### config.mk
export PLATFORM = sky130hd
export DESIGN_NAME = bounded_ordered_list_engine
export DESIGN_NICKNAME = d
export VERILOG_FILES = /design/src/hdl/bole_pkg.sv /design/src/hdl/bole_ram.sv /design/src/hdl/bole_front.sv /design/src/hdl/bole_back.sv /design/src/hdl/bounded_ordered_list_engine.sv
export SDC_FILE = /design/constraint.sdc
export NUM_CORES = 2
export LEC_CHECK = 0
export ABC_AREA = 1
export ABC_CLOCK_PERIOD_IN_PS = 6770
export BUFFER_PORTS_ARGS = -buffer_cell sky130_fd_sc_hd__buf_2
export CAP_MARGIN = 25
export CORE_MARGIN = 10
export CORE_UTILIZATION = 57
export DETAILED_ROUTE_END_ITERATION = 12
export PLACE_DENSITY = 0.8
export SLEW_MARGIN = 15
export SYNTH_ARGS = -nofsm -noshare
export SYNTH_HDL_FRONTEND = slang
export SYNTH_SLANG_ARGS = --single-unit
export TNS_END_PERCENT = 5
### constraint.sdc
create_clock -name clk_i -period 6.77 [get_ports clk_i]
set_input_delay 1.354 -clock clk_i [delete_from_list [all_inputs] [get_ports clk_i]]
set_output_delay 1.354 -clock clk_i [all_outputs]
set_load 0.05 [all_outputs]
### src/hdl/bole_pkg.sv
// ---------------------------------------------------------------------------
// bole_pkg: shared types and constants of the ordered list engine
// Holds capacity, widths, command and status codes and the queued command.
// ---------------------------------------------------------------------------
package bole_pkg;

  localparam int unsigned Capacity  = 64;
  localparam int unsigned ValueBits = 32;
  localparam int unsigned IdxW      = $clog2(Capacity);
  localparam int unsigned CntW      = $clog2(Capacity + 1);

  typedef enum logic [3:0] {
    MODE_INS_HEAD  = 4'd0,
    MODE_INS_TAIL  = 4'd1,
    MODE_INS_AT    = 4'd2,
    MODE_DEL_HEAD  = 4'd3,
    MODE_DEL_FIRST = 4'd4,
    MODE_DEL_LAST  = 4'd5,
    MODE_DEL_AT    = 4'd6,
    MODE_SEARCH    = 4'd7,
    MODE_GET_AT    = 4'd8
  } mode_e;

  typedef enum logic [2:0] {
    ST_OK       = 3'd0,
    ST_EMPTY    = 3'd1,
    ST_RANGE    = 3'd2,
    ST_NOTFOUND = 3'd3,
    ST_FULL     = 3'd4
  } status_e;

  typedef struct packed {
    logic [3:0]           mode;
    logic [6:0]           position;
    logic [ValueBits-1:0] value;
  } cmd_t;

  typedef enum logic [2:0] {
    BS_IDLE,
    BS_SCAN,
    BS_SHIFT,
    BS_WRITE,
    BS_READ,
    BS_DONE
  } back_state_e;

  // Cut a 32-bit field to the stored width, sign extended.
  function automatic logic [ValueBits-1:0] norm_value(input logic [31:0] raw);
    logic [63:0] ext;
    ext = {{32{raw[31]}}, raw};
    return ext[ValueBits-1:0];
  endfunction

endpackage

### src/hdl/bole_ram.sv
// ---------------------------------------------------------------------------
// bole_ram: generic single-port RAM
// One write or one read per cycle, registered read data.
// ---------------------------------------------------------------------------
module bole_ram #(
  parameter int unsigned Width = 32,
  parameter int unsigned Depth = 64
) (
  input  logic                     clk_i,
  input  logic                     we_i,
  input  logic [$clog2(Depth)-1:0] addr_i,
  input  logic [Width-1:0]         wdata_i,
  output logic [Width-1:0]         rdata_o
);
  logic [Width-1:0] mem_q [Depth];

  always_ff @(posedge clk_i) begin
    if (we_i) begin
      mem_q[addr_i] <= wdata_i;
    end
    rdata_o <= mem_q[addr_i];
  end
endmodule

### src/hdl/bole_front.sv
// ---------------------------------------------------------------------------
// bole_front: command intake
// Normalizes and queues commands in a two-entry FIFO for the back end.
// ---------------------------------------------------------------------------
module bole_front (
  input  logic                clk_i,
  input  logic                rst_ni,
  input  logic                in_valid_i,
  output logic                in_ready_o,
  input  logic [3:0]          mode_i,
  input  logic [6:0]          position_i,
  input  logic signed [31:0]  item_value_i,
  output logic                cmd_valid_o,
  input  logic                cmd_ready_i,
  output bole_pkg::cmd_t      cmd_o
);
  bole_pkg::cmd_t fifo_q [2];
  logic           wr_ptr_q, rd_ptr_q;
  logic [1:0]     fill_q;
  logic           push, pop;

  assign in_ready_o  = (fill_q != 2'd2);
  assign cmd_valid_o = (fill_q != 2'd0);
  assign cmd_o       = fifo_q[rd_ptr_q];
  assign push        = in_valid_i && in_ready_o;
  assign pop         = cmd_valid_o && cmd_ready_i;

  always_ff @(posedge clk_i) begin
    if (push) begin
      fifo_q[wr_ptr_q] <= '{mode: mode_i, position: position_i,
                            value: bole_pkg::norm_value(item_value_i)};
    end
  end

  always_ff @(posedge clk_i or negedge rst_ni) begin
    if (!rst_ni) begin
      wr_ptr_q <= 1'b0;
      rd_ptr_q <= 1'b0;
      fill_q   <= 2'd0;
    end else begin
      if (push) wr_ptr_q <= ~wr_ptr_q;
      if (pop)  rd_ptr_q <= ~rd_ptr_q;
      fill_q <= fill_q + {1'b0, push} - {1'b0, pop};
    end
  end
endmodule

### src/hdl/bole_back.sv
// ---------------------------------------------------------------------------
// bole_back: list executor
// Walks the entry RAM to scan one word per cycle, to shift by reading then writing each word, and to write and read.
// ---------------------------------------------------------------------------
module bole_back (
  input  logic                clk_i,
  input  logic                rst_ni,
  input  logic                cmd_valid_i,
  output logic                cmd_ready_o,
  input  bole_pkg::cmd_t      cmd_i,
  output logic                out_valid_o,
  input  logic                out_ready_i,
  output logic [2:0]          status_o,
  output logic [5:0]          found_index_o,
  output logic signed [31:0]  read_value_o,
  output logic [6:0]          entry_count_o
);
  localparam int unsigned IdxW = bole_pkg::IdxW;
  localparam int unsigned CntW = bole_pkg::CntW;
  localparam int unsigned VB   = bole_pkg::ValueBits;

  bole_pkg::back_state_e state_q, state_d;
  bole_pkg::cmd_t        cmd_q;
  logic [CntW-1:0]       count_q, count_d;
  logic [CntW-1:0]       ptr_q, ptr_d;     // scan or shift pointer
  logic [CntW-1:0]       tgt_q, tgt_d;     // target index
  logic                  hit_q, hit_d;
  logic                  rd_pend_q, rd_pend_d;
  logic                  ins_q, ins_d;     // shift direction: insert
  logic [2:0]            st_q, st_d;
  logic [5:0]            fidx_q, fidx_d;
  logic [VB-1:0]         rval_q, rval_d;
  logic                  out_v_q, out_v_d;

  logic                  we;
  logic [IdxW-1:0]       addr;
  logic [VB-1:0]         wdata, rdata;
  logic [CntW-1:0]       rd_addr_q, rd_addr_d;

  bole_ram #(.Width(VB), .Depth(bole_pkg::Capacity)) u_ram (
    .clk_i   (clk_i),
    .we_i    (we),
    .addr_i  (addr),
    .wdata_i (wdata),
    .rdata_o (rdata)
  );

  assign cmd_ready_o   = (state_q == bole_pkg::BS_IDLE) && !out_v_q;
  assign out_valid_o   = out_v_q;
  assign status_o      = st_q;
  assign found_index_o = fidx_q;
  assign read_value_o  = 32'(signed'(rval_q));
  assign entry_count_o = 7'(count_q);

  // Next-state and datapath control.
  always_comb begin
    logic [CntW-1:0] pos;
    logic            match;
    state_d   = state_q;
    count_d   = count_q;
    ptr_d     = ptr_q;
    tgt_d     = tgt_q;
    hit_d     = hit_q;
    rd_pend_d = 1'b0;
    ins_d     = ins_q;
    st_d      = st_q;
    fidx_d    = fidx_q;
    rval_d    = rval_q;
    out_v_d   = out_v_q && !out_ready_i;
    rd_addr_d = rd_addr_q;
    we        = 1'b0;
    addr      = rd_addr_q[IdxW-1:0];
    wdata     = cmd_q.value;
    pos       = (CntW > 7) ? CntW'(cmd_i.position) : cmd_i.position[CntW-1:0];
    match     = (rdata == cmd_q.value);
    unique case (state_q)
      bole_pkg::BS_IDLE: begin
        if (cmd_valid_i && cmd_ready_o) begin
          st_d   = bole_pkg::ST_OK;
          fidx_d = '0;
          rval_d = '0;
          hit_d  = 1'b0;
          ptr_d  = '0;
          state_d = bole_pkg::BS_DONE;
          unique case (cmd_i.mode) inside
            bole_pkg::MODE_INS_HEAD, bole_pkg::MODE_INS_TAIL,
            bole_pkg::MODE_INS_AT: begin
              if (cmd_i.mode == bole_pkg::MODE_INS_AT &&
                  7'(cmd_i.position) > 7'(count_q))
                st_d = bole_pkg::ST_RANGE;
              else if (count_q >= CntW'(bole_pkg::Capacity))
                st_d = bole_pkg::ST_FULL;
              else begin
                tgt_d = (cmd_i.mode == bole_pkg::MODE_INS_HEAD) ? '0 :
                        (cmd_i.mode == bole_pkg::MODE_INS_TAIL) ? count_q : pos;
                ptr_d = count_q;
                ins_d = 1'b1;
                state_d = bole_pkg::BS_SHIFT;
              end
            end
            bole_pkg::MODE_DEL_HEAD: begin
              if (count_q == '0) st_d = bole_pkg::ST_EMPTY;
              else begin
                tgt_d = '0; ptr_d = '0; ins_d = 1'b0;
                state_d = bole_pkg::BS_SHIFT;
              end
            end
            bole_pkg::MODE_DEL_FIRST, bole_pkg::MODE_DEL_LAST,
            bole_pkg::MODE_SEARCH: begin
              if (count_q == '0)
                st_d = (cmd_i.mode == bole_pkg::MODE_SEARCH) ?
                       bole_pkg::ST_NOTFOUND : bole_pkg::ST_EMPTY;
              else begin
                // Issue the read of entry zero now.
                addr      = '0;
                rd_addr_d = '0;
                rd_pend_d = 1'b1;
                state_d = bole_pkg::BS_SCAN;
              end
            end
            bole_pkg::MODE_DEL_AT: begin
              if (7'(cmd_i.position) >= 7'(count_q)) st_d = bole_pkg::ST_RANGE;
              else begin
                tgt_d = pos; ptr_d = pos; ins_d = 1'b0;
                state_d = bole_pkg::BS_SHIFT;
              end
            end
            bole_pkg::MODE_GET_AT: begin
              if (count_q == '0) st_d = bole_pkg::ST_EMPTY;
              else if (7'(cmd_i.position) >= 7'(count_q)) st_d = bole_pkg::ST_RANGE;
              else begin
                rd_addr_d = pos;
                state_d = bole_pkg::BS_READ;
              end
            end
            default: ;
          endcase
        end
      end
      bole_pkg::BS_READ: begin
        // RAM read issued from rd_addr_q this cycle, data next cycle.
        if (rd_pend_q) begin
          rval_d  = rdata;
          state_d = bole_pkg::BS_DONE;
        end else begin
          rd_pend_d = 1'b1;
        end
      end
      bole_pkg::BS_SCAN: begin
        // rdata holds entry ptr_q; the next address is issued here if the scan goes on.
        if (rd_pend_q) begin
          if (match) begin
            hit_d = 1'b1;
            tgt_d = ptr_q;
          end
          if ((match && cmd_q.mode != bole_pkg::MODE_DEL_LAST) ||
              ptr_q + 1'b1 == count_q) begin
            if (!(match || hit_q)) st_d = bole_pkg::ST_NOTFOUND;
            if (cmd_q.mode == bole_pkg::MODE_SEARCH) begin
              if (match) fidx_d = 6'(ptr_q);
              state_d = bole_pkg::BS_DONE;
            end else if (match || hit_q) begin
              ptr_d = match ? ptr_q : tgt_q;
              ins_d = 1'b0;
              state_d = bole_pkg::BS_SHIFT;
            end else state_d = bole_pkg::BS_DONE;
          end else begin
            ptr_d     = ptr_q + 1'b1;
            rd_addr_d = rd_addr_q + 1'b1;
            addr      = rd_addr_d[IdxW-1:0];
            rd_pend_d = 1'b1;
          end
        end
      end
      bole_pkg::BS_SHIFT: begin
        // Alternate read (rd_pend=0) and write (rd_pend=1) of one word.
        if (ins_q) begin
          if (ptr_q == tgt_q) begin
            state_d = bole_pkg::BS_WRITE;
          end else if (!rd_pend_q) begin
            addr = IdxW'(ptr_q - 1'b1);
            rd_pend_d = 1'b1;
          end else begin
            we = 1'b1; addr = ptr_q[IdxW-1:0]; wdata = rdata;
            ptr_d = ptr_q - 1'b1;
          end
        end else begin
          if (ptr_q + 1'b1 >= count_q) begin
            count_d = count_q - 1'b1;
            state_d = bole_pkg::BS_DONE;
          end else if (!rd_pend_q) begin
            addr = IdxW'(ptr_q + 1'b1);
            rd_pend_d = 1'b1;
          end else begin
            we = 1'b1; addr = ptr_q[IdxW-1:0]; wdata = rdata;
            ptr_d = ptr_q + 1'b1;
          end
        end
      end
      bole_pkg::BS_WRITE: begin
        we = 1'b1; addr = tgt_q[IdxW-1:0]; wdata = cmd_q.value;
        count_d = count_q + 1'b1;
        state_d = bole_pkg::BS_DONE;
      end
      bole_pkg::BS_DONE: begin
        out_v_d = 1'b1;
        state_d = bole_pkg::BS_IDLE;
      end
      default: state_d = bole_pkg::BS_IDLE;
    endcase
  end

  always_ff @(posedge clk_i) begin
    if (cmd_valid_i && cmd_ready_o) cmd_q <= cmd_i;
    tgt_q     <= tgt_d;
    ptr_q     <= ptr_d;
    hit_q     <= hit_d;
    ins_q     <= ins_d;
    st_q      <= st_d;
    fidx_q    <= fidx_d;
    rval_q    <= rval_d;
    rd_addr_q <= rd_addr_d;
  end

  always_ff @(posedge clk_i or negedge rst_ni) begin
    if (!rst_ni) begin
      state_q   <= bole_pkg::BS_IDLE;
      count_q   <= '0;
      out_v_q   <= 1'b0;
      rd_pend_q <= 1'b0;
    end else begin
      state_q   <= state_d;
      count_q   <= count_d;
      out_v_q   <= out_v_d;
      rd_pend_q <= rd_pend_d;
    end
  end
endmodule

### src/hdl/bounded_ordered_list_engine.sv
// ---------------------------------------------------------------------------
// bounded_ordered_list_engine: bounded ordered list of signed values
// Insert, delete, search and read by index over a 64-entry RAM.
// ---------------------------------------------------------------------------
// Each command transaction yields exactly one result transaction. A two-entry
// command queue accepts commands while the executor works. The executor owns
// one single-port RAM, so each step costs one RAM access. A search or match
// delete scans one entry per cycle, and a shifting insert or delete reads and
// then writes each entry moved. The worst case is a last-match delete that
// scans the whole list and then shifts all of it. Results are held in an
// output register until taken, and the executor takes no new command while a
// result waits.
module bounded_ordered_list_engine (
  input  logic               clk_i,
  input  logic               rst_ni,
  input  logic               in_valid_i,
  output logic               in_ready_o,
  input  logic [3:0]         mode_i,
  input  logic [6:0]         position_i,
  input  logic signed [31:0] item_value_i,
  output logic               out_valid_o,
  input  logic               out_ready_i,
  output logic [2:0]         status_o,
  output logic [5:0]         found_index_o,
  output logic signed [31:0] read_value_o,
  output logic [6:0]         entry_count_o
);
  logic           cmd_valid, cmd_ready;
  bole_pkg::cmd_t cmd;

  // Accept and queue commands.
  bole_front u_front (
    .clk_i, .rst_ni, .in_valid_i, .in_ready_o, .mode_i, .position_i,
    .item_value_i, .cmd_valid_o(cmd_valid), .cmd_ready_i(cmd_ready), .cmd_o(cmd)
  );

  // Execute against the entry RAM.
  bole_back u_back (
    .clk_i, .rst_ni, .cmd_valid_i(cmd_valid), .cmd_ready_o(cmd_ready),
    .cmd_i(cmd), .out_valid_o, .out_ready_i, .status_o, .found_index_o,
    .read_value_o, .entry_count_o
  );
endmodule

==> results.md <==
* Run status: finished clean
* Nets at 8789
* R2r setup slk at 0.37 ns
* Portion of the post-synthesis area used by sequential elements at 0.724
* RSZ-0062 raised after global routing: no
* Reg-to-Reg End: u_back.u_ram.rdata_o[2]$_DFF_P_
* Count of hold-fix buffers inserted at cts at 0
* Transition at the pin with the smallest max-transition slack at 1.25 ns
* Fill cell count at between 10000 and 15000
* Clock tree skew after final layout at 0.0588 ns
* Reg2Reg Launch Point: u_back.ptr_q[0]$_DFFE_PP_
* Count of unresolved DRC violations after routing at 0
* Average wire per cell in the routed design at 24.7 um
* Final weighted congestion of routability-driven global placement at 0.915
* Dominant combinational cell family by area after synthesis: simple AND/OR/NAND/NOR gates
* Die area at 0.182 mm2
* Simple-gate area share of the yosys netlist at 0.215
* Most area-consuming cells after synthesis: sky130_fd_sc_hd__edfxtp_1 (71%), sky130_fd_sc_hd__nand2_1 (19%), sky130_fd_sc_hd__buf_2 (1.7%), sky130_fd_sc_hd__o21ai_1 (1.2%), sky130_fd_sc_hd__nor2_1 (1.0%)
* CP Capture Point: u_back.u_ram.rdata_o[2]$_DFF_P_
* TritonCTS clock tree: done
* Async S/R FF share, synth at 0.00701
* Die X-Extent at 426 um
* Setup bufs post-CTS at 0
* Post-synthesis adder-cell area fraction at 0.00341
* Number of warnings printed during yosys synthesis at 0
* Later-pin clock latency in the skew report at roughly 0.88 ns
* Placement Cell Area at 0.0984 mm2
* Share of post-route cells with drive strength above 1 at 0.0894
* Std-Cell Core Area at 0.163 mm2
* Crit-path slowest cell: sky130_fd_sc_hd__edfxtp_1
* XOR/XNOR Fraction of Synth Area at 0.00410
* Arrival time of data at the critical path endpoint at 7.09 ns
* Cell taking the most area after synthesis: sky130_fd_sc_hd__edfxtp_1
* Share of the synthesized area in compound gates (AO/OA/AOI/OAI) at 0.0221
* Maximum Capacitance Violations at 0
* Hold Slack at 0.429 ns
* CTS root buffer: sky130_fd_sc_hd__clkbuf_16
* Final number of max-transition violations at 0
* Flip-flop and latch count after synthesis at between 2000 and 2500
* Net count after synthesis at between 8000 and 9000
* Fraction of met1 tracks used by global routing at 0.373
* Avg Cell Area, Syn at 10.9 um2
* Count of final setup violators at 0
* Worst-path fanout max at 133
* Start-to-end type of the worst setup path: reg -> reg
* Number of flops mapped to enable cells by yosys at 2233
* Sink count of the clock tree at 2281
* Total Negative Setup Slacks at 0 ns
* Global Route met3 Usage at 0.0629
* Initial core utilization at 0.576
* Type of the tightest min-delay check: in -> async
* Aggregate global-route resource usage at 0.294
* Global-route wire length before repair at 397 mm
* PortBufs at 96
* Gate Count Post-Synth at 8593
* Via count of the first global-routing pass at 62400
* Critical Path Max Stage Delay at 0.51 ns
* Global routing's busiest layer: met2
* Via-to-Cell Ratio at 5.90
* Initial antenna violation count at 9
* R2R depth at 29
* Pin count of the biggest net entering global routing at roughly 210
* Worst setup path startpoint: u_back.ptr_q[0]$_DFFE_PP_
* CTS max path bufs at 3
* Cell mode on critical path: sky130_fd_sc_hd__nand2_1
* Clock transition at the registers of the reported paths at 0.07 ns
* Final HPWL from detailed placement at 162 mm
* Post-synth top flop: sky130_fd_sc_hd__edfxtp_1
* Mux cell area share after synthesis at 0.00383
* Critical Path Sink Type: flop
* Category of the worst setup path launch point: flop
* Design Area, Final at about 0.11 mm2
* Max-slew headroom at 0.164
* Iteration count of the initial detailed-routing pass at 7
* Vias after detailed routing at 65400
* Final wirelength at ~270 mm
* Max Freq at 156 MHz
* Remaining global-route overflow at 0
* Total CTS buffers at approximately 210
* Number of ports placed on the die boundary at 97
* Synth-to-Final Area Change at 12.4%
* Met2 usage in global routing at 0.455
* Number of library cell types mapped by synthesis at 57
* Number of hold violations in the final report at 0
* Post-synthesis instance area at 0.0940 mm2
* Height of the die at 426 um
* Post-route ant nets at 0
* Count of standard-cell rows at 148
* H-tree level count at 4
* Top cell type's share of synthesized area at 0.713
* Period utilisation layout at 0.945
* 1st-iter DRT viols at 10400
* Final min period at ~6.4 ns
* Data required, critical path at 7.46 ns
-- synth_stat cells (4+ instances only) --
| master | n |
|---|---|
| sky130_fd_sc_hd__nand2_1 | 4777 |
| sky130_fd_sc_hd__edfxtp_1 | 2233 |
| sky130_fd_sc_hd__buf_2 | 316 |
| sky130_fd_sc_hd__nor2_1 | 251 |
| sky130_fd_sc_hd__o21ai_1 | 223 |
| sky130_fd_sc_hd__nand3_1 | 156 |
| sky130_fd_sc_hd__inv_1 | 141 |
| sky130_fd_sc_hd__o21ai_0 | 95 |
| sky130_fd_sc_hd__clkbuf_1 | 61 |
| sky130_fd_sc_hd__nand4_1 | 36 |
| sky130_fd_sc_hd__dfxtp_1 | 32 |
| sky130_fd_sc_hd__mux2_2 | 32 |
| sky130_fd_sc_hd__xnor2_1 | 30 |
| sky130_fd_sc_hd__a21oi_1 | 25 |
| sky130_fd_sc_hd__ha_1 | 24 |
| sky130_fd_sc_hd__dfrtp_1 | 16 |
| sky130_fd_sc_hd__xor2_1 | 14 |
| sky130_fd_sc_hd__o22ai_1 | 13 |
| sky130_fd_sc_hd__buf_6 | 12 |
| sky130_fd_sc_hd__inv_2 | 12 |
| sky130_fd_sc_hd__nor3_1 | 11 |
| sky130_fd_sc_hd__nor2_2 | 9 |
| sky130_fd_sc_hd__o2111ai_1 | 6 |
| sky130_fd_sc_hd__a22oi_1 | 5 |
| sky130_fd_sc_hd__buf_4 | 4 |
| sky130_fd_sc_hd__nand2_2 | 4 |
| sky130_fd_sc_hd__nor3_2 | 4 |
-- critical path, delay by kind of cell (launching register included) --
kind	cells	cell delay [ns]
AND/OR/NAND/NOR	18	2.82
buffers and inverters	5	1.27
AO/OA/AOI/OAI	3	0.59
adder cells (fa/ha/maj)	2	0.57
flip-flops	1	0.51
XOR/XNOR	1	0.20
-- how the worst min path moves through the flow --
stage	endpoint	cells past startpoint	slack [ns]	start
2_1_floorplan	u_front.wr_ptr_q$_DFFE_PN0P_	2	0.49	u_front.wr_ptr_q$_DFFE_PN0P_
3_3_place_gp	u_back.cmd_q[9]$_DFFE_PP_	1	0.53	u_front.fifo_q[1][9]$_DFFE_PP_
3_5_place_dp	u_back.cmd_q[9]$_DFFE_PP_	1	0.53	u_front.fifo_q[0][9]$_DFFE_PP_
4_1_cts	u_front.fill_q[1]$_DFF_PN0_	1	0.40	rst_ni
5_1_grt	u_front.fill_q[1]$_DFF_PN0_	1	0.44	rst_ni
6_report	u_back.entry_count_o[1]$_DFFE_PN0P_	1	0.43	rst_ni
-- final cells by class --
cell class | instances | area [um2] | area share
Clock inverter | 128 | 1360 | 0.0128
Multi-Input combinational cell | 5760 | 24300 | 0.230
Sequential cell | 2281 | 68100 | 0.644
Timing Repair Buffer | 303 | 2960 | 0.0280
Inverter | 157 | 613 | 0.00580
Clock buffer | 275 | 5680 | 0.0537
Antenna cell | 1 | 2.50 | 0.0000237
Tap cell | 2175 | 2720 | 0.0257
-- layout by cell type (no fill, tap or decap), types with 25 or more instances in the layout --
cell	count
sky130_fd_sc_hd__clkinv_2	40
sky130_fd_sc_hd__buf_2	96
sky130_fd_sc_hd__clkbuf_16	215
sky130_fd_sc_hd__nand3_1	156
sky130_fd_sc_hd__buf_12	55
sky130_fd_sc_hd__buf_4	139
sky130_fd_sc_hd__o21ai_4	32
sky130_fd_sc_hd__xnor2_1	30
sky130_fd_sc_hd__nor2_1	186
sky130_fd_sc_hd__a21oi_1	25
sky130_fd_sc_hd__inv_1	140
sky130_fd_sc_hd__clkinv_1	43
sky130_fd_sc_hd__mux2_2	32
sky130_fd_sc_hd__nor2_4	72
sky130_fd_sc_hd__nand4_1	36
sky130_fd_sc_hd__clkbuf_1	53
sky130_fd_sc_hd__o21ai_0	62
sky130_fd_sc_hd__o21ai_1	222
sky130_fd_sc_hd__edfxtp_1	2233
sky130_fd_sc_hd__dfxtp_1	32
sky130_fd_sc_hd__nand2_1	4776
-- cell families (layout without fill, tap and decap cells) --
| kind of cell | count (synthesis) | after routing |
|---|---|---|
| other | 0 | 1 |
| muxes | 32 | 32 |
| and+or+nand+nor | 5267 | 5268 |
| buffers and inverters | 553 | 863 |
| adders and majority gates | 25 | 25 |
| AOI/OAI and AO/OA | 391 | 391 |
| DFF | 2281 | 2281 |
| xor gates and xnor gates | 44 | 44 |
-- flip-flops by register name, summed over array words and instances (netlist names) --
signal and flops:
u_back.u_ram.mem_q 2048, u_back.cmd_q 36, u_front.wr_ptr_q 1, u_back.ptr_q 7
u_back.hit_q 1, u_back.rd_pend_q 1, u_back.out_valid_o 1, u_back.state_q 3
u_front.rd_ptr_q 1, u_back.status_o 3, u_back.found_index_o 6, u_back.ins_q 1
u_back.read_value_o 32, u_back.rd_addr_q 6, u_front.fifo_q 86, u_back.u_ram.rdata_o 32
u_front.fill_q 2, u_back.tgt_q 7, u_back.entry_count_o 7
-- repair_timing --
item	CTS	global route
setup endpoints to repair	0	1
endpoints found under the hold margin	0	0
resized for setup	0	1
-- metal layers --
layer | wire [um] | vias up
met5 | 50 | -
met3 | 33900 | 893
met2 | 125000 | 4597
li1 | - | 28800
met4 | 21000 | 8
met1 | 94200 | 31100
-- stage by stage --
| stage | utilization | std cells | worst slack, ns |
|---|---|---|---|
| global placement | 0.599 | 10600 | 0.579 |
| finish | 0.647 | 11100 | 0.371 |
| floorplan | - | 8593 | 0.718 |
| global route | 0.647 | 11100 | 0.122 |
| detailed placement | 0.603 | 10700 | 0.465 |
| CTS | 0.646 | 11100 | 0.446 |
Power is not shown: default switching activity piles up to over one toggle a cycle in this logic, so the estimate is an artifact.
